$ cat config.mk
export PLATFORM = sky130hd
export DESIGN_NAME = rtmp_chunk_header_parser
export DESIGN_NICKNAME = d
export VERILOG_FILES = /design/src/rcp_pkg.sv /design/src/rcp_core.sv /design/src/rtmp_chunk_header_parser.sv
export SDC_FILE = /design/constraint.sdc
export NUM_CORES = 1
export LEC_CHECK = 0
export CAP_MARGIN = 25
export CORE_MARGIN = 2
export CORE_UTILIZATION = 55
export CTS_BUF_LIST = sky130_fd_sc_hd__clkbuf_2
export CTS_CLUSTER_DIAMETER = 40
export DETAILED_ROUTE_END_ITERATION = 7
export DONT_BUFFER_PORTS = 1
export PLACE_DENSITY = 0.7
export RECOVER_POWER = 100
export SYNTH_ARGS = -nofsm -noshare
export SYNTH_HDL_FRONTEND = slang
export SYNTH_SLANG_ARGS = --single-unit
$ cat constraint.sdc
create_clock -name clk_i -period 12.9 [get_ports clk_i]
set_input_delay 0.645 -clock clk_i [delete_from_list [all_inputs] [get_ports clk_i]]
set_output_delay 0.645 -clock clk_i [all_outputs]
set_load 0.01 [all_outputs]
$ cat src/rcp_pkg.sv
// ----------------------------------------------------------------------------
// RTMP chunk header parser package
// Shared types and constants for the chunk header parser.
// ----------------------------------------------------------------------------
package rcp_pkg;

  localparam int unsigned FmtW   = 2;
  localparam int unsigned CsidW  = 17;
  localparam int unsigned TsW    = 32;
  localparam int unsigned SizeW  = 24;
  localparam int unsigned KindW  = 8;
  localparam int unsigned MsidW  = 32;
  localparam int unsigned HlenW  = 5;
  localparam int unsigned OutW   = FmtW + CsidW + TsW + SizeW + KindW + MsidW + HlenW;

  localparam logic [5:0]       IdMask   = 6'h3F;
  localparam logic [TsW-1:0]   TsEscape = 32'h00FF_FFFF;
  localparam logic [CsidW-1:0] IdOffset = 17'd64;
  localparam int unsigned      FmtShift = 6;
  localparam logic [CsidW-1:0] CsidReset = 17'd3;

  localparam logic [FmtW-1:0]  Fmt0 = 2'd0;
  localparam logic [FmtW-1:0]  Fmt1 = 2'd1;
  localparam logic [FmtW-1:0]  Fmt2 = 2'd2;

  localparam logic [5:0] IdOneByte = 6'd0;
  localparam logic [5:0] IdTwoByte = 6'd1;

  typedef enum logic [8:0] {
    PH_BASIC0 = 9'b000000001,
    PH_ONE    = 9'b000000010,
    PH_TWO_LO = 9'b000000100,
    PH_TWO_HI = 9'b000001000,
    PH_TS     = 9'b000010000,
    PH_SIZE   = 9'b000100000,
    PH_KIND   = 9'b001000000,
    PH_MSID   = 9'b010000000,
    PH_EXT    = 9'b100000000
  } phase_e;

  typedef struct packed {
    logic [HlenW-1:0] header_bytes;
    logic [MsidW-1:0] message_stream;
    logic [KindW-1:0] message_kind;
    logic [SizeW-1:0] body_length;
    logic [TsW-1:0]   timestamp_value;
    logic [CsidW-1:0] chunk_stream;
    logic [FmtW-1:0]  header_format;
  } result_t;

endpackage

$ cat src/rcp_core.sv
// ----------------------------------------------------------------------------
// RTMP chunk header parse core
// Holds the parse state and the shared header context and advances them by
// one header byte per enabled cycle, flagging a completed header.
// ----------------------------------------------------------------------------
module rcp_core (
  input  logic            clk_i,
  input  logic            rst_ni,
  input  logic            step_i,
  input  logic [7:0]      byte_i,
  input  logic            restart_i,
  output logic            done_o,
  output rcp_pkg::result_t result_o
);
  import rcp_pkg::*;

  phase_e           phase_q, phase_d;
  logic [2:0]       fbc_q, fbc_d;
  logic [HlenW-1:0] cnt_q, cnt_d;
  logic [31:0]      asm_q, asm_d;
  logic [FmtW-1:0]  fmt_q, fmt_d;
  logic [CsidW-1:0] sid_q, sid_d;
  logic [TsW-1:0]   ts_q, ts_d;
  logic [SizeW-1:0] size_q, size_d;
  logic [KindW-1:0] kind_q, kind_d;
  logic [MsidW-1:0] msid_q, msid_d;

  logic   do_after, do_check, done;
  phase_e phase_cur;
  logic [2:0]  fbc_inc;
  logic [31:0] asm_shift24;

  always_comb begin
    phase_cur   = restart_i ? PH_BASIC0 : phase_q;
    phase_d     = phase_q;
    fbc_d       = fbc_q;
    cnt_d       = cnt_q + 5'd1;
    asm_d       = asm_q;
    fmt_d       = fmt_q;
    sid_d       = sid_q;
    ts_d        = ts_q;
    size_d      = size_q;
    kind_d      = kind_q;
    msid_d      = msid_q;
    do_after    = 1'b0;
    do_check    = 1'b0;
    done        = 1'b0;
    fbc_inc     = fbc_q + 3'd1;
    asm_shift24 = {8'd0, asm_q[15:0], byte_i};

    unique case (phase_cur)
      PH_ONE: begin
        sid_d    = {9'd0, byte_i} + IdOffset;
        do_after = 1'b1;
      end
      PH_TWO_LO: begin
        sid_d   = {9'd0, byte_i} + IdOffset;
        phase_d = PH_TWO_HI;
        fbc_d   = 3'd0;
        asm_d   = '0;
      end
      PH_TWO_HI: begin
        sid_d    = sid_q + {1'b0, byte_i, 8'd0};
        do_after = 1'b1;
      end
      PH_TS: begin
        asm_d = asm_shift24;
        fbc_d = fbc_inc;
        if (fbc_inc >= 3'd3) begin
          ts_d = asm_shift24;
          if (fmt_q <= Fmt1) begin
            phase_d = PH_SIZE;
            fbc_d   = 3'd0;
            asm_d   = '0;
          end else begin
            do_check = 1'b1;
          end
        end
      end
      PH_SIZE: begin
        asm_d = asm_shift24;
        fbc_d = fbc_inc;
        if (fbc_inc >= 3'd3) begin
          size_d  = asm_shift24[SizeW-1:0];
          phase_d = PH_KIND;
          fbc_d   = 3'd0;
          asm_d   = '0;
        end
      end
      PH_KIND: begin
        kind_d = byte_i;
        if (fmt_q == Fmt0) begin
          phase_d = PH_MSID;
          fbc_d   = 3'd0;
          asm_d   = '0;
        end else begin
          do_check = 1'b1;
        end
      end
      PH_MSID: begin
        asm_d = asm_q | ({24'd0, byte_i} << {fbc_q[1:0], 3'd0});
        fbc_d = fbc_inc;
        if (fbc_inc >= 3'd4) begin
          msid_d   = asm_d;
          do_check = 1'b1;
        end
      end
      PH_EXT: begin
        asm_d = {asm_q[23:0], byte_i};
        fbc_d = fbc_inc;
        if (fbc_inc >= 3'd4) begin
          ts_d = asm_d;
          done = 1'b1;
        end
      end
      default: begin
        // First byte of the basic header: format and the short stream id.
        cnt_d = 5'd1;
        fbc_d = 3'd0;
        asm_d = '0;
        fmt_d = byte_i[7:FmtShift];
        sid_d = {11'd0, byte_i[5:0] & IdMask};
        if ((byte_i[5:0] & IdMask) == IdOneByte) begin
          phase_d = PH_ONE;
        end else if ((byte_i[5:0] & IdMask) == IdTwoByte) begin
          phase_d = PH_TWO_LO;
        end else begin
          do_after = 1'b1;
        end
      end
    endcase

    if (do_after) begin
      if (fmt_d <= Fmt2) begin
        phase_d = PH_TS;
        fbc_d   = 3'd0;
        asm_d   = '0;
      end else begin
        do_check = 1'b1;
      end
    end

    // A stored escape value pulls in the extended timestamp.
    if (do_check) begin
      if (ts_d == TsEscape) begin
        phase_d = PH_EXT;
        fbc_d   = 3'd0;
        asm_d   = '0;
      end else begin
        done = 1'b1;
      end
    end

    if (done) begin
      phase_d = PH_BASIC0;
      fbc_d   = 3'd0;
      asm_d   = '0;
    end
  end

  always_ff @(posedge clk_i or negedge rst_ni) begin
    if (!rst_ni) begin
      phase_q <= PH_BASIC0;
      fbc_q   <= '0;
      cnt_q   <= '0;
      asm_q   <= '0;
      fmt_q   <= '0;
      sid_q   <= CsidReset;
      ts_q    <= '0;
      size_q  <= '0;
      kind_q  <= '0;
      msid_q  <= '0;
    end else if (step_i) begin
      phase_q <= phase_d;
      fbc_q   <= fbc_d;
      cnt_q   <= cnt_d;
      asm_q   <= asm_d;
      fmt_q   <= fmt_d;
      sid_q   <= sid_d;
      ts_q    <= ts_d;
      size_q  <= size_d;
      kind_q  <= kind_d;
      msid_q  <= msid_d;
    end
  end

  assign done_o                   = step_i & done;
  assign result_o.header_format   = fmt_d;
  assign result_o.chunk_stream    = sid_d;
  assign result_o.timestamp_value = ts_d;
  assign result_o.body_length     = size_d;
  assign result_o.message_kind    = kind_d;
  assign result_o.message_stream  = msid_d;
  assign result_o.header_bytes    = cnt_d;

endmodule

$ cat src/rtmp_chunk_header_parser.sv
// ----------------------------------------------------------------------------
// RTMP chunk header parser
// Data path: an accepted byte passes from the input register through the parse
// core into the result register. Throughput: one header byte per cycle while
// the result register is free or being drained; otherwise the input stalls.
// Reset: asynchronous, active low; clears the parse state, sets the kept
// chunk stream id to three and empties both registers.
// ----------------------------------------------------------------------------
module rtmp_chunk_header_parser (
  input  logic                 clk_i,
  input  logic                 rst_ni,
  input  logic                 s_axis_tvalid_i,
  output logic                 s_axis_tready_o,
  input  logic [7:0]           s_axis_tdata_i,   // data_byte[7:0]
  input  logic                 s_axis_tuser_i,   // restart[0]
  output logic                 m_axis_tvalid_o,
  input  logic                 m_axis_tready_i,
  // header_format[1:0], chunk_stream[18:2], timestamp_value[50:19],
  // body_length[74:51], message_kind[82:75], message_stream[114:83],
  // header_bytes[119:115]
  output logic [rcp_pkg::OutW-1:0] m_axis_tdata_o
);
  import rcp_pkg::*;

  logic       in_valid_q;
  logic [7:0] in_byte_q;
  logic       in_restart_q;
  logic       out_valid_q;
  result_t    out_data_q;
  logic       step;
  logic       done;
  result_t    result;

  // The core steps whenever a word is held and the result slot is free or
  // being drained this cycle.
  assign step            = in_valid_q & (~out_valid_q | m_axis_tready_i);
  assign s_axis_tready_o = ~in_valid_q | step;

  rcp_core u_core (
    .clk_i     (clk_i),
    .rst_ni    (rst_ni),
    .step_i    (step),
    .byte_i    (in_byte_q),
    .restart_i (in_restart_q),
    .done_o    (done),
    .result_o  (result)
  );

  always_ff @(posedge clk_i or negedge rst_ni) begin
    if (!rst_ni) begin
      in_valid_q  <= 1'b0;
      out_valid_q <= 1'b0;
    end else begin
      if (s_axis_tready_o) begin
        in_valid_q <= s_axis_tvalid_i;
      end
      if (done) begin
        out_valid_q <= 1'b1;
      end else if (m_axis_tready_i) begin
        out_valid_q <= 1'b0;
      end
    end
  end

  always_ff @(posedge clk_i) begin
    if (s_axis_tready_o && s_axis_tvalid_i) begin
      in_byte_q    <= s_axis_tdata_i;
      in_restart_q <= s_axis_tuser_i;
    end
    if (done) begin
      out_data_q <= result;
    end
  end

  assign m_axis_tvalid_o = out_valid_q;
  assign m_axis_tdata_o  = out_data_q;

  a_hlen_range : assert property (@(posedge clk_i) disable iff (!rst_ni)
    out_valid_q |-> (out_data_q.header_bytes != 5'd0 && out_data_q.header_bytes <= 5'd18))
    else $error("header length out of range");

  a_fmt3_short : assert property (@(posedge clk_i) disable iff (!rst_ni)
    (out_valid_q && out_data_q.header_format == 2'd3) |-> (out_data_q.header_bytes <= 5'd7))
    else $error("format 3 header too long");

  a_in_hold : assert property (@(posedge clk_i) disable iff (!rst_ni)
    (in_valid_q && !step) |=> (in_valid_q && $stable(in_byte_q) && $stable(in_restart_q)))
    else $error("held input word lost");

  a_no_overrun : assert property (@(posedge clk_i) disable iff (!rst_ni)
    done |-> (!out_valid_q || m_axis_tready_i))
    else $error("result register overrun");

endmodule
==> results of run 1 <==
cell usage in the layout, fill, tap and decap left out, drive strengths merged, types with 4 or more instances in the layout:
| master | Yosys | routed |
|---|---|---|
| o21ai | 112 | 112 |
| o31ai | 6 | 6 |
| o22ai | 5 | 5 |
| nor2 | 32 | 32 |
| nand3 | 10 | 10 |
| or2 | 4 | 4 |
| a22o | 17 | 17 |
| nand2 | 223 | 223 |
| dlygate4sd3 | 0 | 11 |
| or3 | 5 | 5 |
| clkinv | 0 | 19 |
| and2 | 5 | 5 |
| mux2 | 126 | 126 |
| nor4 | 12 | 12 |
| xor2 | 6 | 6 |
| a21o | 4 | 4 |
| ha | 12 | 12 |
| a22oi | 17 | 17 |
| nand2b | 4 | 4 |
| nor2b | 6 | 6 |
| nor3 | 15 | 15 |
| buf | 23 | 12 |
| dfrtp | 163 | 163 |
| or4 | 6 | 6 |
| inv | 14 | 15 |
| edfxtp | 129 | 129 |
| nand4 | 23 | 23 |
| xnor2 | 10 | 10 |
| a21oi | 51 | 51 |
| clkbuf | 42 | 123 |
| nand4b | 4 | 4 |
| a31oi | 5 | 5 |
| o211ai | 7 | 7 |
state kept, by name, indices dropped and copies added, names as in the netlist:
signal and flops:
in_byte_q 8, in_restart_q 1, in_valid_q 1, m_axis_tdata_o 120, m_axis_tvalid_o 1, u_core.asm_q 32
u_core.cnt_q 5, u_core.fbc_q 3, u_core.fmt_q 2, u_core.kind_q 8, u_core.msid_q 32, u_core.phase_q 9
u_core.sid_q 17, u_core.size_q 24, u_core.ts_q 32
metal layers:
metal | share of wire [%] | up-vias
met1 | 43 | 4523
met5 | 0 | -
li1 | - | 4304
met4 | 3.6 | 0
met3 | 7.8 | 90
met2 | 46 | 426
path summary, 6_finish.rpt:
path | cells past startpoint | slack [ns] | end | from
worst max-delay path | 10 | 6.56 | m_axis_tdata_o[93]$_DFFE_PP_ | u_core.fbc_q[0]$_DFFE_PN0P_
worst min-delay path | 2 | 0.08 | in_valid_q$_DFFE_PN0N_ | m_axis_tready_i
worst max register to register | 10 | 6.56 | m_axis_tdata_o[93]$_DFFE_PP_ | u_core.fbc_q[0]$_DFFE_PN0P_
worst min register to register | 2 | 0.47 | u_core.sid_q[1]$_DFFE_PN1P_ | u_core.sid_q[1]$_DFFE_PN1P_
max in group asynchronous | 2 | 11.64 | u_core.phase_q[4]$_DFFE_PN0P_ | rst_ni
min in group asynchronous | 2 | 0.51 | u_core.phase_q[1]$_DFFE_PN0P_ | rst_ni
worst reg2reg max path, stage by stage, from the launching register on:
cell and delay, ns:
dfrtp_1 0.47, ha_1 0.27, xor2_1 0.14, clkbuf_1 0.33, or3_1 0.54, o211ai_1 0.20
clkbuf_1 1.07, a2111o_1 0.21, a22oi_1 0.14, nor2_4 0.12, clkbuf_1 2.30
Yosys cell counts, types with 14 or more instances:
cell type    n  area (µm²)
nand2_1    223       837.1
dfrtp_1    163        4079
edfxtp_1   129        3874
mux2_2     126        1419
o21ai_0    109       545.5
a21oi_1     51       255.2
clkbuf_1    42       157.7
nor2_1      31       116.4
nand4_1     23       143.9
a22o_1      17       148.9
a22oi_1     17       127.6
buf_2       14       70.07
inv_1       14       52.55
nor3_1      14       70.07
per-stage QoR:
stage	setup WS (ns)	area [µm²]	total power [mW]
detailed placement	9.032	13590	1.441
global placement	9.131	13590	1.439
finish	6.562	14380	2.084
CTS	8.987	14450	2.105
floorplan	5.187	13310	1.349
global route	5.979	14380	2.188
cells by family (layout without fill, tap and decap cells):
| family | after synthesis | count (layout) | share of synthesized area (%) |
|---|---|---|---|
| muxes | 127 | 127 | 10.74 |
| other | 0 | 1 | 0 |
| and+or+nand+nor | 357 | 357 | 12.37 |
| AOI/OAI and AO/OA | 252 | 252 | 11.76 |
| xor gates and xnor gates | 16 | 16 | 1.053 |
| adders and majority gates | 13 | 13 | 1.279 |
| buffers and inverters | 79 | 183 | 2.445 |
| DFF | 295 | 295 | 60.35 |
report_power, final:
| group | switching (mW) | internal, mW | leakage [nW] |
|---|---|---|---|
| clock network | 0.374 | 0.275 | 0.545 |
| registers | 0.0740 | 1.06 | 3.49 |
| logic | 0.211 | 0.0916 | 2.02 |
layout make-up:
type                       count  area (µm²)  share of cell area [%]
sequential                   295        8031                   55.85
multi-input combinational    765        4922                   34.23
clock buffer                 114       570.5                   3.968
tap                          319       399.1                   2.776
timing repair buffer          32       254.0                   1.766
clock inverter                23       147.6                   1.027
inverter                      14       52.55                  0.3654
antenna                        1       2.502                 0.01740
==> flow_summary.ini, run 1 <==
[setup_path]
crit_top_cell = clkbuf_1
cp-start-kind = flip-flop
critPathMaxStageDelay_ns = 2.30
slowest_stage = clkbuf_1
cp_num_buf_inv = 3
critPathKind = flip-flop to flip-flop
crit_family = buffers and inverters
crit_chain = ha_1 -> xor2_1 -> clkbuf_1 -> or3_1 -> o211ai_1 -> clkbuf_1 -> a2111o_1 -> a22oi_1 -> nor2_4 -> clkbuf_1
worstPathRequired_ns = 13.25
arrival_ns = 6.69
crit_fanout = 58
critPathCaptureType = flip-flop

[floorplan]
initial_core_util_pct = 56.36
core_area_um2 = 23610
io-pin-count = 135
rows = 56
fp.dieArea_um2 = 25460
die_w_um = 159.6
die_y_um = 159.6

[clocking]
cts_tree = yes
post_cts_resized = 0
post-cts-setup-buffers = 0
cts_root_buf = clkbuf_2
hold_buffers = 12
cts_made_buffers = 75
cts_buffer_depth = 3
clock_latency_ns = 0.88
clock_sink_count = 295
path_clk_slew_ns = 0.10
htree_levels = 3

[placed_design]
dp_cells = 1412
port_buffers = 0
place_congestion = 0.9399
dp_hpwl_um = 20970

[cells_and_area]
fin_nets = 1209
fin_util_pct = 60.90
drive_gt1_share_pct = 20.19
area_growth_pct = 8.057
fillers = 1969
layout.cells.non_filler = 1563

[global_routing]
met1_usage_pct = 36.68
antenna_found_initial = 1
grt.overflow.total = 0
use_met2_pct = 40.34
first_global_vias = 9219
top_usage_layer = met2
grtUsageMet3_pct = 6.408
grt_max_degree = 167
track_usage_pct = 26.62
grt_pass1_wl_um = 52650

[outcome]
violations = capacitance limit, slew limit
outcome = complete, but fails checks

[synth]
synth_edf_count = 129
synth_cell_types = 71
synthesis.nets = 1165
synth_cells = 1139
ys_ff_latch = 295
synth.avg_cell_area_um2 = 11.68
synth_area_um2 = 13310
synthFlopType = dfrtp_1
async_flop_share_pct = 56.27
yosysWarnings = 0
synth-seq-area-share_pct = 60.35

[pwr]
cellLeakagePower_nw = 6.054
pwr_density_cell_nw_per_um2 = 144.9
peakVddDrop_mv = 0.1034

[timing]
holdWs_ns = 0.08062
worst_pin_slew_ns = 3.284
min_period_over_period_pct = 49.13
setup_viol_count_final = 0
fin_skew_ns = 0.1104
final.min_clock_period_ns = 6.338
rsz0062_at_grt = no
max-slew-margin-rel_pct = -118.9
final_max_slew_viol_count = 269
final-hold-violation-count = 0
clock.fmax_mhz = 157.8
setup_tns_ns = 0

[detailed_routing]
drt_first_pass_iters = 5
vias = 9343
drt_wl_total_um = 33820
drt_iter0_drc = 670
drc_errors = 0
viasPerCell = 5.978
ant_nets = 0
wire_per_inst_um = 21.64

[min_path]
hp-class = input port to flip-flop

[job]
maxCapViolCount = 5
Power figures use the tool's default switching activity.
==> inputs of run 2 (changes only) <==
- ABC_AREA: unset -> 1
- clock period: 12.9 -> 6.12 ns (I/O delays scaled with it)
==> flow_summary.ini, run 2 <==
[outcome]
outcome = complete, but fails checks
violations = capacitance limit, slew limit

[timing]
setup_tns_ns = 0
final-hold-violation-count = 0
max-slew-margin-rel_pct = -187.8
final_max_slew_viol_count = 373
worst_pin_slew_ns = 4.317
setup_viol_count_final = 0
final.min_clock_period_ns = 5.475
clock.fmax_mhz = 182.6
fin_skew_ns = 0.07553
rsz0062_at_grt = no
min_period_over_period_pct = 89.47

[detailed_routing]
ant_nets = 0
viasPerCell = 5.646
drc_errors = 0
drt_iter0_drc = 1384
wire_per_inst_um = 18.27
vias = 11891
drt_wl_total_um = 38480
drt_first_pass_iters = 6

[cells_and_area]
layout.cells.non_filler = 2106
largest_register_ff_count = 120
area_growth_pct = 7.453
drive_gt1_share_pct = 9.497
final_common_cell = nand2_1
fillers = 2293
fin_nets = 1733
final_cell_mix = 559 x nand2_1, 183 x inv_1, 182 x o21ai_0

[clocking]
cts_made_buffers = 74
cts_root_buf = clkbuf_2
clock_sink_count = 295
htree_levels = 3
post_cts_resized = 0
clock_latency_ns = 0.90
path_clk_slew_ns = 0.12
cts_buffer_depth = 3
cts_tree = yes
post-cts-setup-buffers = 0

[synth]
synth-xor-area-share_pct = 0.1835
synth_cell_types = 45
synth_most_common_cell = nand2_1
synthTopCellsByCount = 548 x nand2_1, 183 x inv_1, 178 x o21ai_0, 163 x dfrtp_1, 129 x edfxtp_1
synthAdderAreaFrac_pct = 1.188
yosys-top-cells-area = dfrtp_1 28%, edfxtp_1 27%, nand2_1 14%, o21ai_0 6.2%, inv_1 4.8%
synth-seq-area-share_pct = 56.09
synth_top_area_share_pct = 28.48
synthMuxAreaShare_pct = 0.07864
synth.avg_cell_area_um2 = 8.549
yosysWarnings = 0
synth_area_um2 = 14320
synth_top_family_by_area = simple AND/OR/NAND/NOR gates
synth_edf_count = 129
yosys.area_share.simple_pct = 23.60
synth_cells = 1675
async_flop_share_pct = 56.27
ys_ff_latch = 295
synthFlopType = dfrtp_1
synth_compound_area_share_pct = 11.11
yosys.area.top_type = dfrtp_1
synthesis.nets = 1701

[floorplan]
rows = 59
fp.dieArea_um2 = 27340
die_w_um = 165.4
initial_core_util_pct = 55.42
io-pin-count = 135
core_area_um2 = 25840
die_y_um = 165.4

[setup_path]
arrival_ns = 6.02
rr_worst_depth = 17
cp.depth = 17
worstSetupEndpoint = m_axis_tdata_o[6]$_DFFE_PP_
cp_num_buf_inv = 4
crit_chain = clkinv_1 -> ha_1 -> nor2_1 -> nor2_1 -> nand2_1 -> inv_1 -> nand3_1 -> nand3_1 -> nand2_1 -> nand3_1 -> nor2_1 -> nand3_1 -> nor2_1 -> nand2_1 -> nand3_1 -> inv_4 -> buf_4
worstPathRequired_ns = 6.67
reg2reg_slack_ns = 0.64
crit_fanout = 54
critPathKind = flip-flop to flip-flop
crit_family = simple AND/OR/NAND/NOR gates
crit_top_cell = nand3_1
critPathCaptureType = flip-flop
slowest_stage = dfrtp_1
rr_startpoint = u_core.fbc_q[0]$_DFFE_PN0P_
critPathMaxStageDelay_ns = 0.71
r2r-end = m_axis_tdata_o[6]$_DFFE_PP_
cp-start-kind = flip-flop
crit_start = u_core.fbc_q[0]$_DFFE_PN0P_

[min_path]
hp-class = input port to flip-flop

[pwr]
peakVddDrop_mv = 0.2180
pwr_density_cell_nw_per_um2 = 360.5
cellLeakagePower_nw = 7.061

[placed_design]
place_congestion = 0.9653
dp_hpwl_um = 24820
port_buffers = 0
dp_cells = 1942

[global_routing]
grt.overflow.total = 0
track_usage_pct = 28.62
antenna_found_initial = 3
first_global_vias = 11177
grt_pass1_wl_um = 60380
grt_max_degree = 167

[job]
maxCapViolCount = 4
## run 2: repair_timing
item,4_1_cts,5_1_grt
setup endpoints to repair,0,0
endpoints found under the hold margin,186,0
hold buffers,23,0
## run 2: how the worst min path moves through the flow
stage              startpoint  cells after the start  slack, ns                     end
3_3_place_gp           rst_ni                      0       0.02  in_valid_q$_DFFE_PN0N_
2_1_floorplan          rst_ni                      0       0.01  in_valid_q$_DFFE_PN0N_
6_report       s_axis_tuser_i                      1       0.09  in_restart_q$_DFFE_PP_
4_1_cts        s_axis_tuser_i                      1       0.04  in_restart_q$_DFFE_PP_
3_5_place_dp           rst_ni                      0       0.02  in_valid_q$_DFFE_PN0N_
5_1_grt        s_axis_tuser_i                      1       0.02  in_restart_q$_DFFE_PP_
## run 2: metal layers
metal	global-route usage [%]	part of all wire, %	vias to the layer above	wire length [µm]
met3	5.994	8.7	95	3348
li1	-	-	5618	-
met2	43.09	45	587	17130
met1	40.75	44	5591	16880
met5	0	0	-	0
met4	11.40	2.9	0	1128
## run 2: cells by family (layout without fill, tap and decap cells)
group,count (synthesis),count (layout)
buffers and inverters,272,366
and+or+nand+nor,797,797
DFF,295,295
xor gates and xnor gates,3,3
muxes,1,1
AOI/OAI and AO/OA,294,294
other,0,2
adders and majority gates,13,13
## run 2: worst register-to-register path: stages, from the launching register on
cell and delay (ns):
dfrtp_1 0.71, clkinv_1 0.57, ha_1 0.50, nor2_1 0.04, nor2_1 0.46, nand2_1 0.51
inv_1 0.33, nand3_1 0.28, nand3_1 0.17, nand2_1 0.10, nand3_1 0.09, nor2_1 0.05
nand3_1 0.08, nor2_1 0.05, nand2_1 0.09, nand3_1 0.17, inv_4 0.61, buf_4 0.36
## run 2: stage by stage
step                utilization [%]  hold WS, ns  instance area [µm²]  setup slack [ns]  power [mW]
global placement              56.00      0.01989                14470             1.194       4.096
finish                        59.55      0.09053                15390            0.6446       5.548
floorplan                         -      0.01041                14320            0.8447       3.787
global route                  59.55      0.02275                15390            0.3203       5.920
CTS                           59.79      0.04345                15450            0.9124       5.564
detailed placement            56.00      0.01883                14470            0.9929       4.130
## run 2: power breakdown
part | internal, mW | total (mW) | leakage (nW) | switching [mW]
Sequential | 2.49 | 2.75 | 3.41 | 0.254
Clock | 0.576 | 1.39 | 0.541 | 0.818
Combinational | 0.374 | 1.41 | 3.11 | 1.03
Total | 3.44 | 5.55 | 7.06 | 2.10
## run 2: layout make-up
cell class / count / area [µm²] / area share [%]
Clock inverter: 27 / 176.4 / 1.147
Clock buffer: 111 / 555.5 / 3.610
Tap cell: 335 / 419.2 / 2.724
Sequential cell: 295 / 8031 / 52.20
Inverter: 192 / 725.7 / 4.716
Antenna cell: 2 / 5.005 / 0.03253
Multi-Input combinational cell: 1108 / 5130 / 33.34
Timing Repair Buffer: 36 / 344.1 / 2.236
